<file path="src/rtl/core/plist_pkg.sv">
// Shared types and codes for the positional list engine.
// Holds the request and result structs and the controller/datapath link structs.
// No dependencies.
`default_nettype none

package plist_pkg;

  localparam int POS_W   = 7;
  localparam int VAL_W   = 32;
  localparam int OP_W    = 3;
  localparam int STAT_W  = 2;
  localparam int FPOS_W  = 6;
  localparam int CNT_W   = 7;

  // Operation codes
  localparam logic [OP_W-1:0] OP_INSERT = 3'd0;
  localparam logic [OP_W-1:0] OP_APPEND = 3'd1;
  localparam logic [OP_W-1:0] OP_ERASE  = 3'd2;
  localparam logic [OP_W-1:0] OP_READ   = 3'd3;
  localparam logic [OP_W-1:0] OP_FIND   = 3'd4;

  // Status codes
  localparam logic [STAT_W-1:0] ST_OK     = 2'd0;
  localparam logic [STAT_W-1:0] ST_BADPOS = 2'd1;
  localparam logic [STAT_W-1:0] ST_EMPTY  = 2'd2;
  localparam logic [STAT_W-1:0] ST_FULL   = 2'd3;

  typedef struct packed {
    logic        [OP_W-1:0]  op;
    logic        [POS_W-1:0] position;
    logic signed [VAL_W-1:0] value;
  } in_t;

  typedef struct packed {
    logic        [STAT_W-1:0] status;
    logic signed [VAL_W-1:0]  read_value;
    logic        [FPOS_W-1:0] found_position;
    logic        [CNT_W-1:0]  entry_count;
  } out_t;

  // Commands from the controller to the datapath
  typedef struct packed {
    logic load;      // capture the request
    logic init;      // first cycle: set cursor, issue first read
    logic step;      // advance cursor, issue next read
    logic shift_wr;  // write the entry just read at the cursor
    logic put_wr;    // write the request value at its position
    logic finish;    // register the result and update the count
  } ctrl_cmd_t;

  // Status from the datapath to the controller
  typedef struct packed {
    logic is_place;
    logic is_erase;
    logic is_read;
    logic is_find;
    logic chk_ok;
    logic no_shift;
    logic last;
    logic hit;
  } dp_stat_t;

endpackage

`default_nettype wire

</file>
<file path="src/rtl/core/plist_ram.sv">
// Generic single-write, single-read RAM with registered read data.
// Used for the list entry store. No dependencies.
`default_nettype none

module plist_ram #(
  parameter int WIDTH = 32,
  parameter int DEPTH = 64
) (
  input  wire logic                     clk,
  input  wire logic                     we,
  input  wire logic [$clog2(DEPTH)-1:0] waddr,
  input  wire logic [WIDTH-1:0]         wdata,
  input  wire logic [$clog2(DEPTH)-1:0] raddr,
  output logic      [WIDTH-1:0]         rdata
);

  logic [WIDTH-1:0] mem [DEPTH];

  always_ff @(posedge clk) begin
    if (we) begin
      mem[waddr] <= wdata;
    end
    rdata <= mem[raddr];
  end

endmodule

`default_nettype wire

</file>
<file path="src/rtl/core/plist_ctrl.sv">
// Controller state machine for the positional list engine.
// Sequences checks, shift sweeps, reads and searches; depends on plist_pkg.
`default_nettype none

module plist_ctrl (
  input  wire logic                 clk,
  input  wire logic                 rst_n,
  input  wire logic                 start,
  output logic                      busy,
  input  wire plist_pkg::dp_stat_t  stat,
  output plist_pkg::ctrl_cmd_t      cmd
);

  import plist_pkg::*;

  localparam logic [2:0] S_IDLE   = 3'd0;
  localparam logic [2:0] S_CHECK  = 3'd1;
  localparam logic [2:0] S_SHUP   = 3'd2;
  localparam logic [2:0] S_PUT    = 3'd3;
  localparam logic [2:0] S_SHDN   = 3'd4;
  localparam logic [2:0] S_RDWAIT = 3'd5;
  localparam logic [2:0] S_FIND   = 3'd6;

  logic [2:0] state_r;
  logic [2:0] state_nxt;

  always_ff @(posedge clk) begin
    if (!rst_n) begin
      state_r <= S_IDLE;
    end else begin
      state_r <= state_nxt;
    end
  end

  assign busy = (state_r != S_IDLE);

  always_comb begin
    state_nxt = state_r;
    cmd       = '0;
    case (state_r)
      S_IDLE: begin
        if (start) begin
          cmd.load  = 1'b1;
          state_nxt = S_CHECK;
        end
      end
      S_CHECK: begin
        cmd.init = 1'b1;
        if (!stat.chk_ok) begin
          cmd.finish = 1'b1;
          state_nxt  = S_IDLE;
        end else if (stat.is_place) begin
          if (stat.no_shift) begin
            // appending at the end: nothing to move
            cmd.put_wr = 1'b1;
            cmd.finish = 1'b1;
            state_nxt  = S_IDLE;
          end else begin
            state_nxt = S_SHUP;
          end
        end else if (stat.is_erase) begin
          if (stat.no_shift) begin
            cmd.finish = 1'b1;
            state_nxt  = S_IDLE;
          end else begin
            state_nxt = S_SHDN;
          end
        end else if (stat.is_read) begin
          state_nxt = S_RDWAIT;
        end else if (stat.no_shift) begin
          // search of an empty list
          cmd.finish = 1'b1;
          state_nxt  = S_IDLE;
        end else begin
          state_nxt = S_FIND;
        end
      end
      S_SHUP: begin
        cmd.step     = 1'b1;
        cmd.shift_wr = 1'b1;
        if (stat.last) begin
          state_nxt = S_PUT;
        end
      end
      S_PUT: begin
        cmd.put_wr = 1'b1;
        cmd.finish = 1'b1;
        state_nxt  = S_IDLE;
      end
      S_SHDN: begin
        cmd.step     = 1'b1;
        cmd.shift_wr = 1'b1;
        if (stat.last) begin
          cmd.finish = 1'b1;
          state_nxt  = S_IDLE;
        end
      end
      S_RDWAIT: begin
        cmd.finish = 1'b1;
        state_nxt  = S_IDLE;
      end
      S_FIND: begin
        cmd.step = 1'b1;
        if (stat.hit || stat.last) begin
          cmd.finish = 1'b1;
          state_nxt  = S_IDLE;
        end
      end
      default: begin
        state_nxt = S_IDLE;
      end
    endcase
  end

  // A request is only taken while idle, and a result always returns to idle
  assert property (@(posedge clk) disable iff (!rst_n)
    cmd.load |-> (state_r == S_IDLE))
    else $error("request captured outside idle");

  assert property (@(posedge clk) disable iff (!rst_n)
    cmd.finish |=> !busy)
    else $error("controller still busy after a result");

  assert property (@(posedge clk) disable iff (!rst_n)
    (cmd.shift_wr || cmd.put_wr) |-> busy)
    else $error("entry store written while idle");

endmodule

`default_nettype wire

</file>
<file path="src/rtl/core/plist_dp.sv">
// Datapath for the positional list engine: request registers, count,
// cursor, entry store, range checks and the result register. Uses plist_pkg and plist_ram.
`default_nettype none

module plist_dp #(
  parameter int CAPACITY = 64
) (
  input  wire logic                 clk,
  input  wire logic                 rst_n,
  input  wire plist_pkg::ctrl_cmd_t cmd,
  output plist_pkg::dp_stat_t       stat,
  input  wire plist_pkg::in_t       in_req,
  output logic                      out_valid,
  output plist_pkg::out_t           out_rsp
);

  import plist_pkg::*;

  localparam int AW = $clog2(CAPACITY);
  localparam int CW = $clog2(CAPACITY + 1);
  localparam int LW = ((CW > POS_W) ? CW : POS_W) + 1;

  logic [OP_W-1:0]  op_r;
  logic [POS_W-1:0] pos_r;
  logic [VAL_W-1:0] val_r;
  logic [CW-1:0]    count_r;
  logic [CW-1:0]    count_nxt;
  logic [CW-1:0]    cur_r;
  logic [CW-1:0]    cur_nxt;
  logic             out_valid_r;
  out_t             out_rsp_r;

  logic [LW-1:0]    count_w;
  logic [LW-1:0]    count_nxt_w;
  logic [LW-1:0]    pos_w;
  logic [LW-1:0]    cur_w;
  logic [LW-1:0]    eff_w;
  logic [LW-1:0]    cap_w;
  logic [LW-1:0]    first_addr;
  logic [LW-1:0]    step_addr;
  logic [STAT_W-1:0] chk_code;
  logic             shift_none;
  logic             sweep_last;

  logic             ram_we;
  logic [AW-1:0]    ram_waddr;
  logic [VAL_W-1:0] ram_wdata;
  logic [AW-1:0]    ram_raddr;
  logic [VAL_W-1:0] ram_rdata;

  assign count_w     = LW'(count_r);
  assign count_nxt_w = LW'(count_nxt);
  assign pos_w       = LW'(pos_r);
  assign cur_w       = LW'(cur_r);
  assign cap_w       = LW'(CAPACITY);
  assign eff_w       = (op_r == OP_APPEND) ? count_w : pos_w;

  assign stat.is_place = (op_r == OP_INSERT) || (op_r == OP_APPEND);
  assign stat.is_erase = (op_r == OP_ERASE);
  assign stat.is_read  = (op_r == OP_READ);
  assign stat.is_find  = (op_r == OP_FIND);
  assign stat.hit      = (ram_rdata == val_r);
  assign stat.chk_ok   = (chk_code == ST_OK);
  assign stat.no_shift = shift_none;
  assign stat.last     = sweep_last;

  always_comb begin
    case (op_r)
      OP_INSERT, OP_APPEND: begin
        if (eff_w > count_w) begin
          chk_code = ST_BADPOS;
        end else if (count_w == cap_w) begin
          chk_code = ST_FULL;
        end else begin
          chk_code = ST_OK;
        end
      end
      OP_ERASE: begin
        if (count_w == '0) begin
          chk_code = ST_EMPTY;
        end else if (pos_w >= count_w) begin
          chk_code = ST_BADPOS;
        end else begin
          chk_code = ST_OK;
        end
      end
      OP_READ: begin
        chk_code = (pos_w >= count_w) ? ST_BADPOS : ST_OK;
      end
      OP_FIND: begin
        chk_code = ST_OK;
      end
      default: begin
        chk_code = ST_BADPOS;
      end
    endcase
  end

  // Shift sweeps read one entry ahead of the write cursor
  always_comb begin
    case (op_r)
      OP_INSERT, OP_APPEND: begin
        shift_none = (eff_w == count_w);
        sweep_last = (cur_w == eff_w + LW'(1));
        first_addr = count_w - LW'(1);
        step_addr  = cur_w - LW'(2);
        cur_nxt    = cmd.init ? count_r : (cur_r - CW'(1));
      end
      OP_ERASE: begin
        shift_none = (pos_w + LW'(1) == count_w);
        sweep_last = (cur_w + LW'(2) == count_w);
        first_addr = pos_w + LW'(1);
        step_addr  = cur_w + LW'(2);
        cur_nxt    = cmd.init ? pos_w[CW-1:0] : (cur_r + CW'(1));
      end
      OP_READ: begin
        shift_none = 1'b0;
        sweep_last = 1'b1;
        first_addr = pos_w;
        step_addr  = cur_w + LW'(1);
        cur_nxt    = cmd.init ? '0 : (cur_r + CW'(1));
      end
      default: begin
        shift_none = (count_w == '0);
        sweep_last = (cur_w + LW'(1) == count_w);
        first_addr = '0;
        step_addr  = cur_w + LW'(1);
        cur_nxt    = cmd.init ? '0 : (cur_r + CW'(1));
      end
    endcase
  end

  assign ram_raddr = cmd.init ? first_addr[AW-1:0] : step_addr[AW-1:0];
  assign ram_we    = cmd.shift_wr || cmd.put_wr;
  assign ram_waddr = cmd.shift_wr ? cur_r[AW-1:0] : eff_w[AW-1:0];
  assign ram_wdata = cmd.shift_wr ? ram_rdata : val_r;

  plist_ram #(
    .WIDTH(VAL_W),
    .DEPTH(CAPACITY)
  ) u_entries (
    .clk  (clk),
    .we   (ram_we),
    .waddr(ram_waddr),
    .wdata(ram_wdata),
    .raddr(ram_raddr),
    .rdata(ram_rdata)
  );

  always_comb begin
    count_nxt = count_r;
    if (cmd.finish && stat.chk_ok) begin
      if (stat.is_place) begin
        count_nxt = count_r + CW'(1);
      end else if (stat.is_erase) begin
        count_nxt = count_r - CW'(1);
      end
    end
  end

  always_ff @(posedge clk) begin
    if (!rst_n) begin
      count_r     <= '0;
      out_valid_r <= 1'b0;
    end else begin
      count_r     <= count_nxt;
      out_valid_r <= cmd.finish;
    end
  end

  always_ff @(posedge clk) begin
    if (cmd.load) begin
      op_r  <= in_req.op;
      pos_r <= in_req.position;
      val_r <= in_req.value;
    end
    if (cmd.init || cmd.step) begin
      cur_r <= cur_nxt;
    end
    if (cmd.finish) begin
      out_rsp_r.status         <= chk_code;
      out_rsp_r.read_value     <= (stat.is_read && stat.chk_ok) ? ram_rdata : '0;
      out_rsp_r.found_position <= (stat.is_find && cmd.step && stat.hit) ?
                                  cur_w[FPOS_W-1:0] : '0;
      out_rsp_r.entry_count    <= count_nxt_w[CNT_W-1:0];
    end
  end

  assign out_valid = out_valid_r;
  assign out_rsp   = out_rsp_r;

  assert property (@(posedge clk) disable iff (!rst_n)
    LW'(count_r) <= cap_w)
    else $error("entry count above capacity");

  assert property (@(posedge clk) disable iff (!rst_n)
    !cmd.finish |=> $stable(count_r))
    else $error("entry count changed without a result");

  assert property (@(posedge clk) disable iff (!rst_n)
    out_valid_r |=> !out_valid_r)
    else $error("result strobe held for two cycles");

endmodule

`default_nettype wire

</file>
<file path="src/rtl/core/positional_list_engine.sv">
// Top level of the positional list engine: controller plus datapath.
// Depends on plist_pkg, plist_ctrl, plist_dp (and through it plist_ram).
`default_nettype none

// Bounded ordered list of signed 32-bit values with insert, append, erase,
// read and find. Raise start with a request while busy is low; the request
// is taken at that edge and busy stays high until the result has been
// registered. The result appears for one cycle with out_valid high and
// cannot be held off, so capture it then. Entries live in a one-write,
// one-read RAM with registered read, and that single port pair sets the
// timing: a read waits for its registered data; a rejected request, an
// append or an insert at the end ends in the check state; an insert at
// position p below the count moves the entries from p up one place, tail
// first, then writes p; an erase at p moves the entries above it down one
// place; and a find scans from position 0 to a match or the list's end.
// A new request may be given the cycle after busy falls. No clearing pass
// follows reset.

module positional_list_engine #(
  parameter int CAPACITY = 64
) (
  input  wire logic            clk,
  input  wire logic            rst_n,
  input  wire logic            start,
  output logic                 busy,
  input  wire plist_pkg::in_t  in_req,
  output logic                 out_valid,
  output plist_pkg::out_t      out_rsp
);

  import plist_pkg::*;

  ctrl_cmd_t cmd;
  dp_stat_t  stat;

  plist_ctrl u_ctrl (
    .clk  (clk),
    .rst_n(rst_n),
    .start(start),
    .busy (busy),
    .stat (stat),
    .cmd  (cmd)
  );

  plist_dp #(
    .CAPACITY(CAPACITY)
  ) u_dp (
    .clk      (clk),
    .rst_n    (rst_n),
    .cmd      (cmd),
    .stat     (stat),
    .in_req   (in_req),
    .out_valid(out_valid),
    .out_rsp  (out_rsp)
  );

endmodule

`default_nettype wire

</file>
<file path="config.mk">
export PLATFORM = sky130hd
export DESIGN_NAME = positional_list_engine
export DESIGN_NICKNAME = d
export VERILOG_FILES = /design/src/rtl/core/plist_pkg.sv /design/src/rtl/core/plist_ram.sv /design/src/rtl/core/plist_ctrl.sv /design/src/rtl/core/plist_dp.sv /design/src/rtl/core/positional_list_engine.sv
export SDC_FILE = /design/constraint.sdc
export NUM_CORES = 2
export LEC_CHECK = 0
export BUFFER_PORTS_ARGS = -buffer_cell sky130_fd_sc_hd__buf_2
export CAP_MARGIN = 25
export CORE_ASPECT_RATIO = 0.9
export CORE_UTILIZATION = 45
export CTS_CLUSTER_DIAMETER = 30
export DETAILED_ROUTE_END_ITERATION = 12
export SYNTH_ARGS = -nofsm -noshare
export SYNTH_HDL_FRONTEND = slang
export SYNTH_SLANG_ARGS = --single-unit
</file>
<file path="constraint.sdc">
create_clock -name clk -period 13.75 [get_ports clk]
set_input_delay 1.375 -clock clk [delete_from_list [all_inputs] [get_ports clk]]
set_output_delay 1.375 -clock clk [all_outputs]
set_load 0.05 [all_outputs]
</file>
* After elaboration in Yosys (flattened, before gate mapping)
Memories as Yosys holds them, arrays and structs flattened. A register that Yosys moved wholly into a read port is not among the register bits. Cells that the tools add are included.
Cells by class: add/sub/neg operators 10, equality and inequality tests 21, muxes and demuxes 51, reductions and logical operators 18, magnitude comparators 2
Operators by type and width (count):
- 7-bit two-way mux | 7
- 32-bit == test | 1
- 32-bit two-way mux | 1
- 3-bit two-way mux | 10
- 8-bit by 7-bit == test with 1-bit output | 3
- 6-bit case mux with 3 select lines | 1
- 1-bit two-way mux | 17
- 7-bit by 1-bit adder with 8-bit output (second input constant) | 2
- 3-bit case mux with 5 select lines | 1
- 7-bit by 1-bit adder with 7-bit output (second input constant) | 2
- 7-bit case mux with 2 select lines | 1
- 7-bit by 1-bit subtractor with 7-bit output (second input constant) | 2
- 3-bit by 2-bit == test with 1-bit output (second input constant) | 4
- 3-bit == test (second input constant) | 4
- 6-bit two-way mux | 2
- 6-bit case mux with 2 select lines | 1
- 2-bit two-way mux | 5
- 7-bit by 2-bit adder with 8-bit output (second input constant) | 1
- 8-bit by 1-bit adder with 8-bit output (second input constant) | 1
- 7-bit by 8-bit == test with 1-bit output | 1
- 8-bit logical NOT | 1
- 2-bit case mux with 4 select lines | 1
- 7-bit == test | 1
- 7-bit == test (second input constant) | 1
- 18 further kinds | 31
Storage, ports and cells: register bits 107, bits in writable memories 2048, memories kept 1, word-level logic and storage cells 114
Memory list:
- u_dp.u_entries.mem | depth 64, bits a word 32, rd ports 1, clocked after Yosys merged registers in 1, write ports 1, line plist_ram.sv:17 | logic [WIDTH-1:0] mem [DEPTH];

* Logic depth before layout (Yosys ltp)
depth after elaboration 12, depth in mapped cells 20

* Cells and area by module
From an unflattened synthesis, not the netlist that was laid out.
Unflattened totals: cell total of the unflattened synthesis 3978, area total of the unflattened synthesis 85441.9 µm²
Modules (own cells, without submodules):
- plist_ram | area an instance 78515.3 µm², times used 1, sequential area each 62139.6 µm², cells each 3324
- plist_dp | area an instance 6613.8 µm², times used 1, sequential area each 3042.9 µm², cells each 612
- plist_ctrl | area an instance 312.8 µm², times used 1, sequential area each 60.1 µm², cells each 42

* Worst setup path after synthesis
No wires, ideal clock.
path kind register -> register, from register u_dp.op_r[1], to register u_dp.out_rsp_r, in the netlist u_dp.out_rsp[0], enable pin, data arrival time 6.212 ns, path buffers 3, slack 7.020 ns, cell stages (with the launch flop) 15, cells stage by stage edfxtp_1 buf_6 or3b_1 buf_6 clkbuf_1 o21ai_0 ha_1 nor2b_1 o21a_1 o21bai_1 a21oi_1 o32a_1 nand3_1 nor2_1 o21ai_0
RTL lines:
- start: declaration | line plist_dp.sv:23 | logic [OP_W-1:0] op_r;
- start signal: assignment | line plist_dp.sv:173 | op_r <= in_req.op;
- end: declaration | line plist_dp.sv:31 | out_t out_rsp_r;

* Worst setup path in the final report
from register u_dp.op_r[1], to register u_dp.u_entries.rdata[5] (read register of u_dp.u_entries.mem)
Between the ends: cells in the longest elaborated chain, start to end 4, elaborated cells on any way between the ends 8, those cells by class eq/ne: 3; mux: 3; reduce/logical: 2
Ends and longest elaborated chain:
- 3-bit by 1-bit == test with 1-bit output or 3-bit logical NOT (tied branches) | line plist_dp.sv:101 | case (op_r)
- 2-bit OR reduction | line plist_dp.sv:101
- 6-bit case mux with 3 select lines or 6-bit case mux with 2 select lines (tied branches) | line plist_dp.sv:101
- 6-bit two-way mux (*) | line plist_dp.sv:133 | assign ram_raddr = cmd.init ? first_addr[AW-1:0] : step_addr[AW-1:0];
- end: declaration | line plist_ram.sv:14 | output logic [WIDTH-1:0] rdata
Mark *: on every way between the ends. The rest lies on a longest branch, timed or not. A chain may end at the register's enable or synchronous reset.

==> run summary <==
run status - completed
slew margin rel. - 7.79%
worst path bufs/invs - 4
Avg WL per Cell - 27.8 um
setup TNS - 0 ps
Hold Vio Cnt, Final - 0
Area after DPL - 0.0926 mm^2
DRT iter0 DRCs - 8507
I/O pins - 94
largest net degree at the start of global routing - 180
CTS Hold Buffers Added - 0
CTS tree - built
CP Launch Type - flip-flop
CTS H-tree depth - 5
final worst setup slack - 6760 ps
die area - 0.199 mm^2
Synth Warn # - 0
commonest non-fill, non-tap cell in the layout - edfxtp_1
Distinct cells, synth - 77
clock-pin slew on the worst setup and hold paths - 50 ps
Slew Limit Fails - 0
worst path cell trace - nor2b_2 -> nand2_4 -> inv_2 -> ha_1 -> a22oi_1 -> o221ai_4 -> buf_4 -> and2_4 -> buf_4 -> buf_12 -> and3_1 -> a311oi_1 -> a211oi_1 -> a31oi_1 -> and4_1
crit path max-delay cell type - a211oi_1
pre-CTS WS - 6980 ps
CP peak stage delay - 780 ps
Pre-Repair DR Iteration Count - 6
Synth Area per Inst - 13.2 um^2
initial core utilization - 45.3%
# Post-CTS Setup Buffers - 0
Tot GR Track Use - 27.1%
core area - 0.196 mm^2
FF-to-FF setup slack - 6760 ps
Die Height - 423 um
first-pass GRT wire length - 392 mm
area of the multi-input gates - 0.0221 mm^2
Top Family by Delay on Critical Path - buffers and inverters
top cells by area, synth - edfxtp_1 73%, nand2_1 8.5%, nand3_1 2.6%
Post-synth EDFFs - 2144
fin crit period - 6990 ps
endpoints failing setup - 0
initial antenna violation count - 26
Worst-Margin Slew - 1380 ps
Final Instance Area - 0.108 mm^2
vias in the first global route - 55600
top-area cell type share of the netlist area - 72.7%
Post-route DRC - 0
Die W - 470 um
most frequent cells in the layout - 2144 x edfxtp_1, 1995 x nand2_1, 459 x nand3_1
FP Rows - 154
routed wire length - 274 mm
DR vias - 59000
Tcrit/Tclk final - 50.8%
Async S/R FF share, synth - 0%
antenna-violating nets left - 0
top_reg_cell synth - edfxtp_1
RSZ-0062 raised after global routing - false
Final Power - 21.9 mW
Leakage - 37.8 nW
#FFs+latches synth - 2187
syn_nets - 6772
Nets - 6989
PwrDens - 203 mW/mm^2
Max VDD drop - 0.000150 V
P&R area growth vs syn - 21.6%
RD Place Congestion - 0.907
clock sinks - 2187
worst hold slack - 612 ps
port bufs - 93
most area-hungry cell type in the Yosys netlist - edfxtp_1
Crit path required time - 14560 ps
crit-path most repeated cell - buf_4
hpwl dp - 150 mm
GRT overflow - 0
CTS Buf Count - 436
root buf cell - clkbuf_16
share of cells above drive strength 1 - 14.8%
Max clock buf depth - 4
# resized after CTS - 0
Hold/Removal Path Class - flip-flop to flip-flop
Post-Syn Area - 0.0886 mm^2
register area - 0.0652 mm^2
worst skew pair latency - 970 ps
Filler cells - 15700
Critical Path Sink Type - flip-flop
highest achievable clock rate - 143 MHz
Clock Skew - 72.7 ps
crit-path max FO - 152
Synth Instances - 6703
DR vias/cell - 5.99
worst path arrival time - 7800 ps
Max Cap Viol - 0
Seq/Total Area, Yosys - 73.6%
WS Path Type - flip-flop to flip-flop
[flip-flops by register name, summed over array words and instances, names as in the netlist]
name / cells
u_dp.u_entries.mem: 2048
u_dp.pos_r: 7
u_ctrl.state_r: 3
u_dp.out_valid: 1
u_dp.val_r: 32
u_dp.cur_r: 7
u_dp.count_r: 7
u_dp.u_entries.rdata: 32
u_dp.out_rsp: 47
u_dp.op_r: 3
[logic make-up (layout without fill, tap and decap cells)]
kind of cell	count (synthesis)	after routing	synth area share (%)
fa+ha+maj	24	24	0.339
buf+inv	498	1067	2.23
other cells	0	10	0
simple gates	3005	3005	14.8
compound gates	808	808	7.00
xor+xnor	78	78	0.771
mux	103	103	1.24
flops	2187	2187	73.6
[path summary, 6_finish.rpt]
kind | startpoint | endpoint | depth (start not counted)
worst min register to register | u_dp.u_entries.rdata[27] | u_dp.out_rsp[40] | 1
worst max register to register | u_dp.op_r[1] | u_dp.u_entries.rdata[5] | 15
worst min-delay path | u_dp.u_entries.rdata[27] | u_dp.out_rsp[40] | 1
worst max-delay path | u_dp.op_r[1] | u_dp.u_entries.rdata[5] | 15
[metal layers]
metal | vias to the layer above | track usage (%) | wire, um
met4 | 14 | 10.9 | 11300
met1 | 29600 | 39.1 | 114000
met5 | - | 0 | 104
li1 | 25700 | - | -
met3 | 544 | 5.62 | 28400
met2 | 3171 | 39.9 | 120000
[metrics by stage]
stage               util, %  instances
detailed placement     47.3       9043
global route           55.0       9846
floorplan                 -       6703
global placement       47.1       9015
finish                 55.0       9856
CTS                    54.9       9833
[synth_stat cells, types with 31 or more instances]
cell type and n:
mux2_2 41, a21o_1 36, and4_1 31, nor2_1 73, clkbuf_1 334, edfxtp_1 2144
mux2i_1 61, xnor2_1 69, and3_1 293, buf_2 63, nor3_1 48, a31oi_1 128
nand4_1 49, o32a_1 32, a41oi_1 32, o211ai_1 124, a311oi_1 187, a211oi_1 132
buf_1 70, nand3_1 461, a21oi_1 35, dfxtp_1 43, nand2_1 1996
[area by class of cell]
type	count	area share, %
Timing Repair Buffer	250	2.04
Tap cell	2574	2.99
Clock inverter	282	3.18
Clock buffer	508	10.6
Sequential cell	2187	60.6
Inverter	27	0.0941
Multi-Input combinational cell	4018	20.5
Antenna cell	10	0.0232
[power breakdown]
group	total, mW	switching, mW	leakage, nW	internal (mW)
combinational	3.45	2.58	10.9	0.870
sequential	7.75	0.155	19.7	7.59
clock	10.7	3.42	7.18	7.24
total	21.9	6.16	37.8	15.7
Note: power is estimated with default switching activity, not from simulation.
